File: config.mk
export PLATFORM = sky130hd
export DESIGN_NAME = shannon_fano_code_builder
export DESIGN_NICKNAME = d
export VERILOG_FILES = /design/src/hdl/sfcb_pkg.sv /design/src/hdl/sfcb_cell.sv /design/src/hdl/sfcb_stack.sv /design/src/hdl/shannon_fano_code_builder.sv
export SDC_FILE = /design/constraint.sdc
export NUM_CORES = 2
export LEC_CHECK = 0
export CAP_MARGIN = 20
export CORE_ASPECT_RATIO = 1.75
export CORE_MARGIN = 3
export CORE_UTILIZATION = 30
export CTS_CLUSTER_DIAMETER = 30
export DETAILED_ROUTE_END_ITERATION = 10
export DONT_BUFFER_PORTS = 1
export PLACE_DENSITY_LB_ADDON = 0.08
export SLEW_MARGIN = 20
export SYNTH_ARGS = -nofsm -noshare
export SYNTH_HDL_FRONTEND = slang
export SYNTH_SLANG_ARGS = --single-unit
export TNS_END_PERCENT = 20
File: constraint.sdc
create_clock -name clock -period 164.4 [get_ports clock]
set_input_delay 32.88 -clock clock [delete_from_list [all_inputs] [get_ports clock]]
set_output_delay 32.88 -clock clock [all_outputs]
set_load 0.01 [all_outputs]
File: src/hdl/sfcb_pkg.sv
// Shared types and constants for the Shannon-Fano code builder.
package sfcb_pkg;

   localparam int CODE_BITS = 64;
   localparam int LEN_BITS  = 7;
   localparam int IDX_BITS  = 6;
   localparam int REQ_BITS  = 32;
   localparam int RSP_BITS  = 80;

   typedef enum logic [3:0] {
      ST_LOAD,
      ST_ALIGN,
      ST_START,
      ST_POP,
      ST_WAIT,
      ST_DECIDE,
      ST_SUM,
      ST_MARK,
      ST_PUSH_R,
      ST_PUSH_L,
      ST_EMIT
   } state_type;

   typedef struct packed {
      logic shift;
      logic append;
      logic bit_val;
   } cell_ctl_type;

endpackage

File: src/hdl/sfcb_cell.sv
// One ring cell: holds a symbol's count, code and length, takes its neighbor's record.
module sfcb_cell #(
   parameter int COUNT_BITS = 32
) (
   input  logic                          clock,
   input  sfcb_pkg::cell_ctl_type        ctl,
   input  logic [COUNT_BITS-1:0]         cnt_in,
   input  logic [sfcb_pkg::CODE_BITS-1:0] code_in,
   input  logic [sfcb_pkg::LEN_BITS-1:0] len_in,
   output logic [COUNT_BITS-1:0]         cnt_q,
   output logic [sfcb_pkg::CODE_BITS-1:0] code_q,
   output logic [sfcb_pkg::LEN_BITS-1:0] len_q
);
   import sfcb_pkg::*;

   logic [COUNT_BITS-1:0] cnt_ff;
   logic [CODE_BITS-1:0]  code_ff, code_in_w;
   logic [LEN_BITS-1:0]   len_ff, len_in_w;

   // append one code bit while the record passes through
   always_comb begin
      if (ctl.append) begin
         code_in_w = {code_in[CODE_BITS-2:0], ctl.bit_val};
         len_in_w  = len_in + LEN_BITS'(1);
      end else begin
         code_in_w = code_in;
         len_in_w  = len_in;
      end
   end

   always_ff @(posedge clock) begin
      if (ctl.shift) begin
         cnt_ff  <= cnt_in;
         code_ff <= code_in_w;
         len_ff  <= len_in_w;
      end
   end

   assign cnt_q  = cnt_ff;
   assign code_q = code_ff;
   assign len_q  = len_ff;
endmodule

File: src/hdl/sfcb_stack.sv
// Range stack memory: one write port, one registered read port.
module sfcb_stack #(
   parameter int AW = 6,
   parameter int DW = 12
) (
   input  logic          clock,
   input  logic          wr_en,
   input  logic [AW-1:0] wr_addr,
   input  logic [DW-1:0] wr_data,
   input  logic          rd_en,
   input  logic [AW-1:0] rd_addr,
   output logic [DW-1:0] rd_data
);
   logic [DW-1:0] mem [2**AW];
   logic [DW-1:0] rd_ff;

   always_ff @(posedge clock) begin
      if (wr_en) begin
         mem[wr_addr] <= wr_data;
      end
      if (rd_en) begin
         rd_ff <= mem[rd_addr];
      end
   end

   assign rd_data = rd_ff;
endmodule

File: src/hdl/shannon_fano_code_builder.sv
// Top level: loads counts into a ring of cells, builds Shannon-Fano codes, emits them.
//
//  channel | direction | fields
//  req     | in        | tdata: symbol_count[31:0]; tlast: final_symbol
//  rsp     | out       | tdata: symbol_index, code_word, code_length; tlast: last_code
//
// Requests are accepted only in the load state. The build then rotates the ring of
// MAX_SYMBOLS cells: one pass sums a range of three or more symbols, one more
// pass appends its bits, with stack work between ranges; at most 2*n-1 ranges,
// fewer than n of them split, are handled per alphabet before the codes are emitted.
// Alignment follows the last load when fewer than MAX_SYMBOLS symbols were loaded.
// Reset returns to loading with an empty store. A stalled rsp holds the ring.
module shannon_fano_code_builder #(
   parameter int MAX_SYMBOLS = 64,
   parameter int COUNT_BITS  = 32
) (
   input  logic                          clock,
   input  logic                          reset,
   input  logic                          req_tvalid,
   output logic                          req_tready,
   input  logic [sfcb_pkg::REQ_BITS-1:0] req_tdata,  // symbol_count[31:0]
   input  logic                          req_tlast,
   output logic                          rsp_tvalid,
   input  logic                          rsp_tready,
   // symbol_index[5:0], code_word[69:6], code_length[76:70], zero[79:77]
   output logic [sfcb_pkg::RSP_BITS-1:0] rsp_tdata,
   output logic                          rsp_tlast
);
   import sfcb_pkg::*;

   localparam int IW = (MAX_SYMBOLS > 1) ? $clog2(MAX_SYMBOLS) : 1;
   localparam int CW = $clog2(MAX_SYMBOLS + 1);
   localparam int TW = COUNT_BITS + IW + 1;
   localparam int SW = 2 * IW;

   state_type state_ff, state_in;
   logic [CW-1:0] n_ff, n_in, cnt_ff, cnt_in, top_ff, top_in, first_ff, first_in;
   logic [CW-1:0] size_ff, size_in;
   logic [IW-1:0] start_ff, start_in;
   logic [TW-1:0] total_ff, total_in, prefix_ff, prefix_in;
   logic          going_ff, going_in;
   logic          out_valid_ff, out_valid_in;
   logic [IDX_BITS-1:0]  out_idx_ff;
   logic [CODE_BITS-1:0] out_code_ff;
   logic [LEN_BITS-1:0]  out_len_ff;
   logic          out_last_ff;

   cell_ctl_type ctl [MAX_SYMBOLS];
   logic [COUNT_BITS-1:0] c_cnt  [MAX_SYMBOLS];
   logic [CODE_BITS-1:0]  c_code [MAX_SYMBOLS];
   logic [LEN_BITS-1:0]   c_len  [MAX_SYMBOLS];
   logic [COUNT_BITS-1:0] tail_cnt;
   logic [CODE_BITS-1:0]  tail_code;
   logic [LEN_BITS-1:0]   tail_len;

   logic shift, append, bit0, in_range, is_first, is_last, fits, pass_end;
   logic accept, take, load_end;
   logic [CW-1:0] n_next;
   logic [CW:0]   end_pos;
   logic [TW:0]   dbl;
   logic          st_wr, st_rd;
   logic [IW-1:0] st_waddr, st_raddr;
   logic [SW-1:0] st_wdata, st_rdata;

   genvar g;
   generate
      for (g = 0; g < MAX_SYMBOLS; g++) begin : g_cell
         if (g == MAX_SYMBOLS - 1) begin : g_tail
            sfcb_cell #(.COUNT_BITS(COUNT_BITS)) u_cell (
               .clock(clock), .ctl(ctl[g]), .cnt_in(tail_cnt), .code_in(tail_code),
               .len_in(tail_len), .cnt_q(c_cnt[g]), .code_q(c_code[g]), .len_q(c_len[g]));
         end else begin : g_body
            sfcb_cell #(.COUNT_BITS(COUNT_BITS)) u_cell (
               .clock(clock), .ctl(ctl[g]), .cnt_in(c_cnt[g+1]), .code_in(c_code[g+1]),
               .len_in(c_len[g+1]), .cnt_q(c_cnt[g]), .code_q(c_code[g]), .len_q(c_len[g]));
         end
      end
   endgenerate

   sfcb_stack #(.AW(IW), .DW(SW)) u_stack (
      .clock(clock), .wr_en(st_wr), .wr_addr(st_waddr), .wr_data(st_wdata),
      .rd_en(st_rd), .rd_addr(st_raddr), .rd_data(st_rdata));

   assign accept   = req_tvalid && req_tready;
   assign n_next   = n_ff + CW'(1);
   assign load_end = req_tlast || (n_next == CW'(MAX_SYMBOLS));
   assign take     = (state_ff == ST_EMIT) && (cnt_ff != n_ff)
                     && (!out_valid_ff || rsp_tready);
   assign pass_end = (cnt_ff == CW'(MAX_SYMBOLS - 1));
   assign end_pos  = {1'b0, CW'(start_ff)} + {1'b0, size_ff};
   assign in_range = ({1'b0, cnt_ff} >= {1'b0, CW'(start_ff)}) && ({1'b0, cnt_ff} < end_pos);
   assign is_first = (cnt_ff == CW'(start_ff));
   assign is_last  = ({1'b0, cnt_ff} == end_pos - (CW+1)'(1));
   assign dbl      = {prefix_ff + TW'(c_cnt[0]), 1'b0};
   assign fits     = dbl <= {1'b0, total_ff};
   assign bit0     = is_first || (going_ff && fits && !is_last);

   // ring control: the tail cell takes a new request or the head record
   always_comb begin
      shift  = (accept) || (state_ff == ST_ALIGN) || (state_ff == ST_SUM)
               || (state_ff == ST_MARK) || take;
      append = (state_ff == ST_MARK) && in_range;
      if (state_ff == ST_LOAD) begin
         tail_cnt  = COUNT_BITS'(req_tdata);
         tail_code = '0;
         tail_len  = '0;
      end else begin
         tail_cnt  = c_cnt[0];
         tail_code = c_code[0];
         tail_len  = c_len[0];
      end
      for (int k = 0; k < MAX_SYMBOLS; k++) begin
         ctl[k].shift   = shift;
         ctl[k].append  = (k == MAX_SYMBOLS - 1) && append;
         ctl[k].bit_val = !bit0;
      end
   end

   // next state
   always_comb begin
      state_in = state_ff;
      case (state_ff)
         ST_LOAD: begin
            if (accept && load_end) begin
               state_in = (n_next == CW'(MAX_SYMBOLS)) ? ST_START : ST_ALIGN;
            end
         end
         ST_ALIGN:  if (cnt_ff == CW'(1)) state_in = ST_START;
         ST_START:  state_in = ST_DECIDE;
         ST_POP:    state_in = (top_ff == '0) ? ST_EMIT : ST_WAIT;
         ST_WAIT:   state_in = ST_DECIDE;
         ST_DECIDE: state_in = (size_ff <= CW'(2)) ? ST_MARK : ST_SUM;
         ST_SUM:    if (pass_end) state_in = ST_MARK;
         ST_MARK: begin
            if (pass_end) state_in = (size_ff <= CW'(2)) ? ST_POP : ST_PUSH_R;
         end
         ST_PUSH_R: state_in = ST_PUSH_L;
         ST_PUSH_L: state_in = ST_POP;
         ST_EMIT:   if (cnt_ff == n_ff) state_in = ST_LOAD;
         default:   state_in = ST_LOAD;
      endcase
   end

   // datapath and outputs
   always_comb begin
      n_in = n_ff; cnt_in = cnt_ff; top_in = top_ff; first_in = first_ff;
      size_in = size_ff; start_in = start_ff; total_in = total_ff;
      prefix_in = prefix_ff; going_in = going_ff;
      st_wr = 1'b0; st_rd = 1'b0;
      st_waddr = top_ff[IW-1:0];
      st_raddr = IW'(top_ff - CW'(1));
      st_wdata = '0;
      req_tready = (state_ff == ST_LOAD);
      out_valid_in = out_valid_ff;
      if (take) out_valid_in = 1'b1;
      else if (rsp_tready) out_valid_in = 1'b0;
      case (state_ff)
         ST_LOAD: begin
            if (accept) begin
               n_in   = n_next;
               cnt_in = CW'(MAX_SYMBOLS) - n_next;
            end
         end
         ST_ALIGN: cnt_in = cnt_ff - CW'(1);
         ST_START: begin
            start_in = '0;
            size_in  = n_ff;
            top_in   = '0;
         end
         ST_POP: begin
            cnt_in = '0;
            if (top_ff != '0) begin
               st_rd  = 1'b1;
               top_in = top_ff - CW'(1);
            end
         end
         ST_WAIT: begin
            start_in = st_rdata[SW-1:IW];
            size_in  = CW'(st_rdata[IW-1:0]) + CW'(1);
         end
         ST_DECIDE: begin
            cnt_in = '0; total_in = '0; prefix_in = '0; going_in = 1'b1; first_in = '0;
         end
         ST_SUM: begin
            if (in_range) total_in = total_ff + TW'(c_cnt[0]);
            cnt_in = pass_end ? '0 : cnt_ff + CW'(1);
         end
         ST_MARK: begin
            if (in_range) begin
               going_in = going_ff && fits;
               if (bit0) begin
                  prefix_in = prefix_ff + TW'(c_cnt[0]);
                  first_in  = first_ff + CW'(1);
               end
            end
            cnt_in = pass_end ? '0 : cnt_ff + CW'(1);
         end
         ST_PUSH_R: begin
            st_wr    = 1'b1;
            st_wdata = {IW'(CW'(start_ff) + first_ff), IW'(size_ff - first_ff - CW'(1))};
            top_in   = top_ff + CW'(1);
         end
         ST_PUSH_L: begin
            st_wr    = 1'b1;
            st_wdata = {start_ff, IW'(first_ff - CW'(1))};
            top_in   = top_ff + CW'(1);
         end
         ST_EMIT: begin
            if (take) cnt_in = cnt_ff + CW'(1);
            if (cnt_ff == n_ff) n_in = '0;
         end
         default: ;
      endcase
   end

   always_ff @(posedge clock) begin
      if (reset) begin
         state_ff     <= ST_LOAD;
         n_ff         <= '0;
         cnt_ff       <= '0;
         top_ff       <= '0;
         out_valid_ff <= 1'b0;
      end else begin
         state_ff     <= state_in;
         n_ff         <= n_in;
         cnt_ff       <= cnt_in;
         top_ff       <= top_in;
         out_valid_ff <= out_valid_in;
      end
      first_ff  <= first_in;
      size_ff   <= size_in;
      start_ff  <= start_in;
      total_ff  <= total_in;
      prefix_ff <= prefix_in;
      going_ff  <= going_in;
      if (take) begin
         out_idx_ff  <= IDX_BITS'(cnt_ff);
         out_code_ff <= c_code[0];
         out_len_ff  <= c_len[0];
         out_last_ff <= (cnt_ff + CW'(1) == n_ff);
      end
   end

   assign rsp_tvalid = out_valid_ff;
   assign rsp_tdata  = {3'b000, out_len_ff, out_code_ff, out_idx_ff};
   assign rsp_tlast  = out_last_ff;

   a_top_bound: assert property (@(posedge clock) disable iff (reset)
      top_ff <= CW'(MAX_SYMBOLS))
      else $error("range stack overflow");
   a_build_starts: assert property (@(posedge clock) disable iff (reset)
      (req_tvalid && req_tready && req_tlast) |=> state_ff != ST_LOAD)
      else $error("last request did not start a build");
   a_len_nonzero: assert property (@(posedge clock) disable iff (reset)
      rsp_tvalid |-> out_len_ff != '0)
      else $error("emitted code without bits");
   a_load_bound: assert property (@(posedge clock) disable iff (reset)
      state_ff == ST_LOAD |-> n_ff < CW'(MAX_SYMBOLS))
      else $error("store overfilled");
endmodule
=== Word level (Yosys, flattened, before mapping) ===
Memories as Yosys holds them, arrays and structs flattened. A register that Yosys moved wholly into a read port is not among the register bits.
Cells that the tools add are included.

* Eq/ne operators: 29
* Reductions and logical operators: 39
* $lt $le $gt $ge: 4
* Add/sub/neg operators: 17
* Multiplexer cells: 44

{| class="wikitable"
|+ Operators with widths
! cell !! number
|-
| $pmux 39 s2 || 2
|-
| $mux 64 || 2
|-
| $mux 39 || 3
|-
| $add 39x32->39 || 2
|-
| $mux 7 || 10
|-
| $pmux 7 s2 || 3
|-
| $le 40x39->1 || 1
|-
| $pmux 4 s10 || 1
|-
| $add 7x1->7 const B || 5
|-
| $pmux 7 s5 || 1
|-
| $mux 32 || 1
|-
| $mux 4 || 7
|-
| $pmux 12 s2 || 1
|-
| $pmux 7 s3 || 1
|-
| $eq 4x3->1 const B || 4
|-
| $eq 7x7->1 || 2
|-
| $ne 2x2->1 const B || 7
|-
| $sub 7x1->7 const B || 2
|-
| $eq 4x4->1 const B || 3
|-
| $pmux 6 s2 || 1
|-
| $sub 6x1->6 const B || 2
|-
| $reduce_bool 2->1 || 5
|-
| $mux 1 || 9
|-
| $reduce_and 3->1 || 3
|-
| other kinds (31) || 55
|}

* Output and inout port bits: 83
* Input port bits: 37
* Bits in writable memories: 768
* Memories: 1
* Logic and storage cells: 341
* Register bits: 6795

{| class="wikitable"
|+ Memory list
! memory !! depth !! bits a word !! read ports !! clocked after Yosys merged registers in !! wr ports !! RTL line !! source
|-
| u_stack.mem || 64 || 12 || 1 || 1 || 1 || sfcb_stack.sv:14 || <nowiki>logic [DW-1:0] mem [2**AW];</nowiki>
|}

=== Logic depth before layout (Yosys ltp) ===
* Depth in word-level cells: 9
* Mapped depth: 21

=== Cells and area by module ===
A second synthesis with hierarchy kept.

* Cell total of the unflattened synthesis: 15042
* Area total of the unflattened synthesis: 302715.3 um^2

{| class="wikitable"
|+ Modules (own cells, without submodules)
! module !! cells each !! sequential area each (um^2) !! area each (um^2) !! times used
|-
| sfcb_cell || 190 || 3093.0 || 4030.1 || 64
|-
| sfcb_stack || 1339 || 23422.5 || 29973.7 || 1
|-
| shannon_fano_code_builder || 1543 || 5805.6 || 14814.2 || 1
|}

=== Worst setup path after synthesis ===
Ideal clock, no wire load.

* Path kind: input to register
* From: input rsp_tready
* To: register g_cell[0].g_body.u_cell.cnt_ff[0], enable pin
* Setup slack: 47.764 ns
* Data arrival time: 112.266 ns
* Cell stages on the path: 3
* Cell sequence: nand2b_1 > nor2b_1 > or2_2

* Longest elaborated chain between the ends: 3

{| class="wikitable"
|+ RTL lines
! item !! RTL line !! source
|-
| start, declared || shannon_fano_code_builder.sv:24 || <nowiki>input logic rsp_tready,</nowiki>
|-
| $logic_or 1x1->1 || shannon_fano_code_builder.sv:88 || <nowiki>&& (!out_valid_ff || rsp_tready);</nowiki>
|-
| $logic_and 1x1->1 || shannon_fano_code_builder.sv:88 ||
|-
| $logic_or 1x1->1 || shannon_fano_code_builder.sv:101 || <nowiki>|| (state_ff == ST_MARK) || take;</nowiki>
|-
| net shift || shannon_fano_code_builder.sv:56 || <nowiki>logic shift, append, bit0, in_range, is_first, is_last, fits, pass_end;</nowiki>
|-
| end signal, assigned || sfcb_cell.sv:33 || <nowiki>cnt_ff <= cnt_in;</nowiki>
|-
| end, declared || sfcb_cell.sv:16 || <nowiki>logic [COUNT_BITS-1:0] cnt_ff;</nowiki>
|}

The timed path passes the listed nets, and every way through them passes these cells.
A chain may end at the register's enable or synchronous reset.

=== Worst setup path in the final report ===
* From: input rsp_tready
* To: register g_cell[47].g_body.u_cell.code_ff[5], enable pin

* Longest elaborated chain between the ends: 3

{| class="wikitable"
|+ RTL lines
! item !! RTL line !! source
|-
| $logic_or 1x1->1 || shannon_fano_code_builder.sv:88 ||
|-
| $logic_and 1x1->1 || shannon_fano_code_builder.sv:88 ||
|-
| $logic_or 1x1->1 || shannon_fano_code_builder.sv:101 ||
|-
| net shift || shannon_fano_code_builder.sv:56 ||
|-
| end signal, assigned || sfcb_cell.sv:34 || <nowiki>code_ff <= code_in_w;</nowiki>
|-
| end, declared || sfcb_cell.sv:17 || <nowiki>logic [CODE_BITS-1:0] code_ff, code_in_w;</nowiki>
|}

The timed path passes the listed nets, and every way through them passes these cells.

==> impl_results.md <==
- Main flop type after synthesis: edfxtp_1
- Clock transition at path regs: 50 ps
- IO buf count: 0
- Clock Path Buffers: 5
- Number of post-CTS setup repair buffers: 0
- Worst-Skew Late Latency: 1070 ps
- Hold WC Path Type: register to register
- Post-Synthesis Cells: 9747
- Fmax achieved: 24.85 MHz
- Total Power: 7.013 mW
- Avg WL per Cell: 19.30 um
- Initial cell density of the core: 30.11%
- Via density: 4.139
- Area growth syn-to-layout: 23.26%
- DRC Markers: 0
- Hold wc startpoint: g_cell[30].g_body.u_cell.code_q[4]
- CTS Root Cell: clkbuf_16
- Max-cap viol count: 0
- CTS tree: built
- TNS Setup: 0 ps
- Worst-margin pin slew: 1235 ps
- Final Hold Vio Count: 0
- Number of flops mapped to enable cells by yosys: 7548
- Ports: 120
- TritonCTS buffer count: 1223
- Sequential area share after synthesis: 93.17%
- Die Width: 687.5 um
- Routability Congestion: 0.7548
- DR pass1 iterations: 5
- Nets: 11180
- Share of layout cells above drive strength 1: 20.83%
- Synth async-reset ratio: 0%
- Initial antenna violation count: 15
- Leakage: 100.2 nW
- CTS Hold Bufs: 0
- Cell Area, Synth: 243800 um2
- H-tree levels: 7
- Met1 wire length: 184.6 mm
- Clk sinks: 7574
- Detail Route Antenna Nets: 0
- Routed WL: 439.5 mm
- Slew HR: 16.78%
- Die Height: 1.199 mm
- Final setup fails: 0
- Dpl hpwl: 225.9 mm
- Met2 wire len: 217.3 mm
- Final worst path period need: 40240 ps
- Synthesis-stage register bit count: 7574
- Row Count: 437
- Full die area: 824000 um2
- Power per cell area: 23.34 nW/um2
- Via count: 94250
- Worst Skew: 82.33 ps
- Yosys cell types: 96
- CP Max Fanout: 162
- Required time worst endpoint: 165080 ps
- Run status: completed
- CORE AREA: 809800 um2
- CP Launch Point: rsp_tready
- Syn Area/Cell: 25.01 um2
- Reg-to-Reg Start: state_ff[3]
- Total grt overflow: 0
- Overall Global Routing Usage: 10.49%
- Met3 WL: 19.02 mm
- Final Max Slew Viols: 0
- Final worst path period share: 24.48%
- Post-CTS sizing: 0
- First-pass GRT wire length: 661.4 mm
- Worst Setup End Kind: register
- Worst vdd ir: 0.01488 mV
- CP arrival: 40910 ps
- DRT iter0 DRCs: 7385
- Top Layer Used: met4
- Vias in the first global route: 102200
- Ys Warns: 0
- RSZ-0062 raised after global routing: false
- Largest net degree at the start of global routing: 206
- CP Launch Type: input port
- Crit path kind: input port to register
==> power breakdown <==
group          total [mW]  leakage [nW]  switching [mW]  internal (mW)
clock network        2.60          20.1           0.955           1.65
registers            3.79          72.9           0.311           3.48
logic               0.623          7.20           0.506          0.117
total                7.01           100            1.77           5.24
==> registers in the layout, summed over array words and instances, names as in the netlist, 39 cells and up <==
signal,count
out_code_ff,64
prefix_ff,39
u_stack.mem,768
g_cell.g_tail.u_cell.code_q,64
g_cell.g_body.u_cell.code_q,4032
total_ff,39
g_cell.g_body.u_cell.len_q,441
g_cell.g_body.u_cell.cnt_q,2016
==> final timing paths <==
path                                         to  slack [ps]  cells past startpoint
min          g_cell[29].g_body.u_cell.code_q[4]         370                      0
min reg2reg  g_cell[29].g_body.u_cell.code_q[4]         370                      0
max          g_cell[47].g_body.u_cell.code_q[5]      124160                     10
max reg2reg  g_cell[47].g_body.u_cell.code_q[5]      155000                     13
==> synthesized netlist by cell type (all sizes together) (21+ instances only) <==
cell       n  area (um2)
edfxtp  7548      226700
nand2    327        1227
a21oi    221        1140
nor2     208       783.3
mux4     192        4324
ha       143        1789
o21ai    102       510.5
clkbuf    88       331.6
inv       81       304.0
buf       70       354.1
xnor2     68       595.6
a211oi    66       515.5
and2      56       350.3
mux2i     52       520.5
xor2      50       445.4
a21o      40       300.3
nand3     38       200.2
nor2b     35       219.0
nand4     28       175.2
nor3      28       145.1
o211ai    28       225.2
dfxtp     26       520.5
mux2      26       292.8
o21a      21       157.7
==> placed cells by master (no fill, tap or decap), types with 26 or more instances in the layout <==
cell        synthesis  final
xnor2_1            68     66
ha_1              143    142
mux4_2            192    192
and2_1             56     56
mux2_2             26     26
clkinv_1            0    123
o21ai_0            93     92
clkinvlp_4          0    140
inv_1              80     79
inv_6               0    175
xor2_1             49     47
buf_4               7    160
nand4_1            28     28
edfxtp_1         7548   7548
clkbuf_1           87     98
nor2b_1            35     34
nor2_1            207    189
inv_8               0     43
clkinv_8            0     35
a21o_1             40     40
clkinv_4            0     89
a211oi_1           62     58
bufinv_16           0    149
nand3_1            36     36
nand2_1           327    326
a21oi_1           214    213
mux2i_1            52     52
clkbuf_16           0   1245
clkinv_2            0    116
==> per-layer routing <==
layer | track usage (%) | up-vias
li1 | - | 42300
met1 | 13.01 | 48900
met2 | 17.33 | 1979
met3 | 2.373 | 1072
met4 | 5.135 | 0
met5 | 0 | -
==> critical path: stages <==
cell and delay (ps):
nand2b_1 620, nor2b_4 700, or2_4 770, buf_4 700, buf_4 760, buf_12 630, buf_4 800, buf_4 840
buf_4 870, buf_4 800
==> logic make-up after synthesis <==
group	count (synthesis)	share of synthesized area, %
other	1	0.001538
flip-flops	7574	93.17
AND/OR/NAND/NOR	817	1.557
multiplexers	270	2.107
XOR/XNOR	118	0.4270
buffers and inverters	239	0.4059
adder cells (fa/ha/maj)	148	0.7749
AO/OA/AOI/OAI	580	1.552
==> through the flow <==
step / area, um2 / hold slack, ps / cells / util (%) / setup WS (ps)
after global routing: 300500 / 380.3 / 22760 / 37.11 / 123510
final: 300500 / 366.4 / 22770 / 37.11 / 124160
after global placement: 258400 / 400.6 / 20530 / 31.91 / 123150
after floorplan: 243800 / 400.3 / 9749 / - / 47760
after CTS: 300400 / 359.8 / 22760 / 37.10 / 124090
after detailed placement: 258400 / 404.5 / 20530 / 31.91 / 122790
==> cell type report <==
type / count / area [um2]
fill: 72660 / 509300
sequential: 7574 / 227200
clock buffer: 1343 / 31520
multi-input combinational: 1936 / 15930
tap: 10760 / 13460
clock inverter: 893 / 10490
timing repair buffer: 181 / 1619
inverter: 81 / 309.0
antenna: 6 / 15.01
Note: power is estimated with default switching activity, not from simulation.
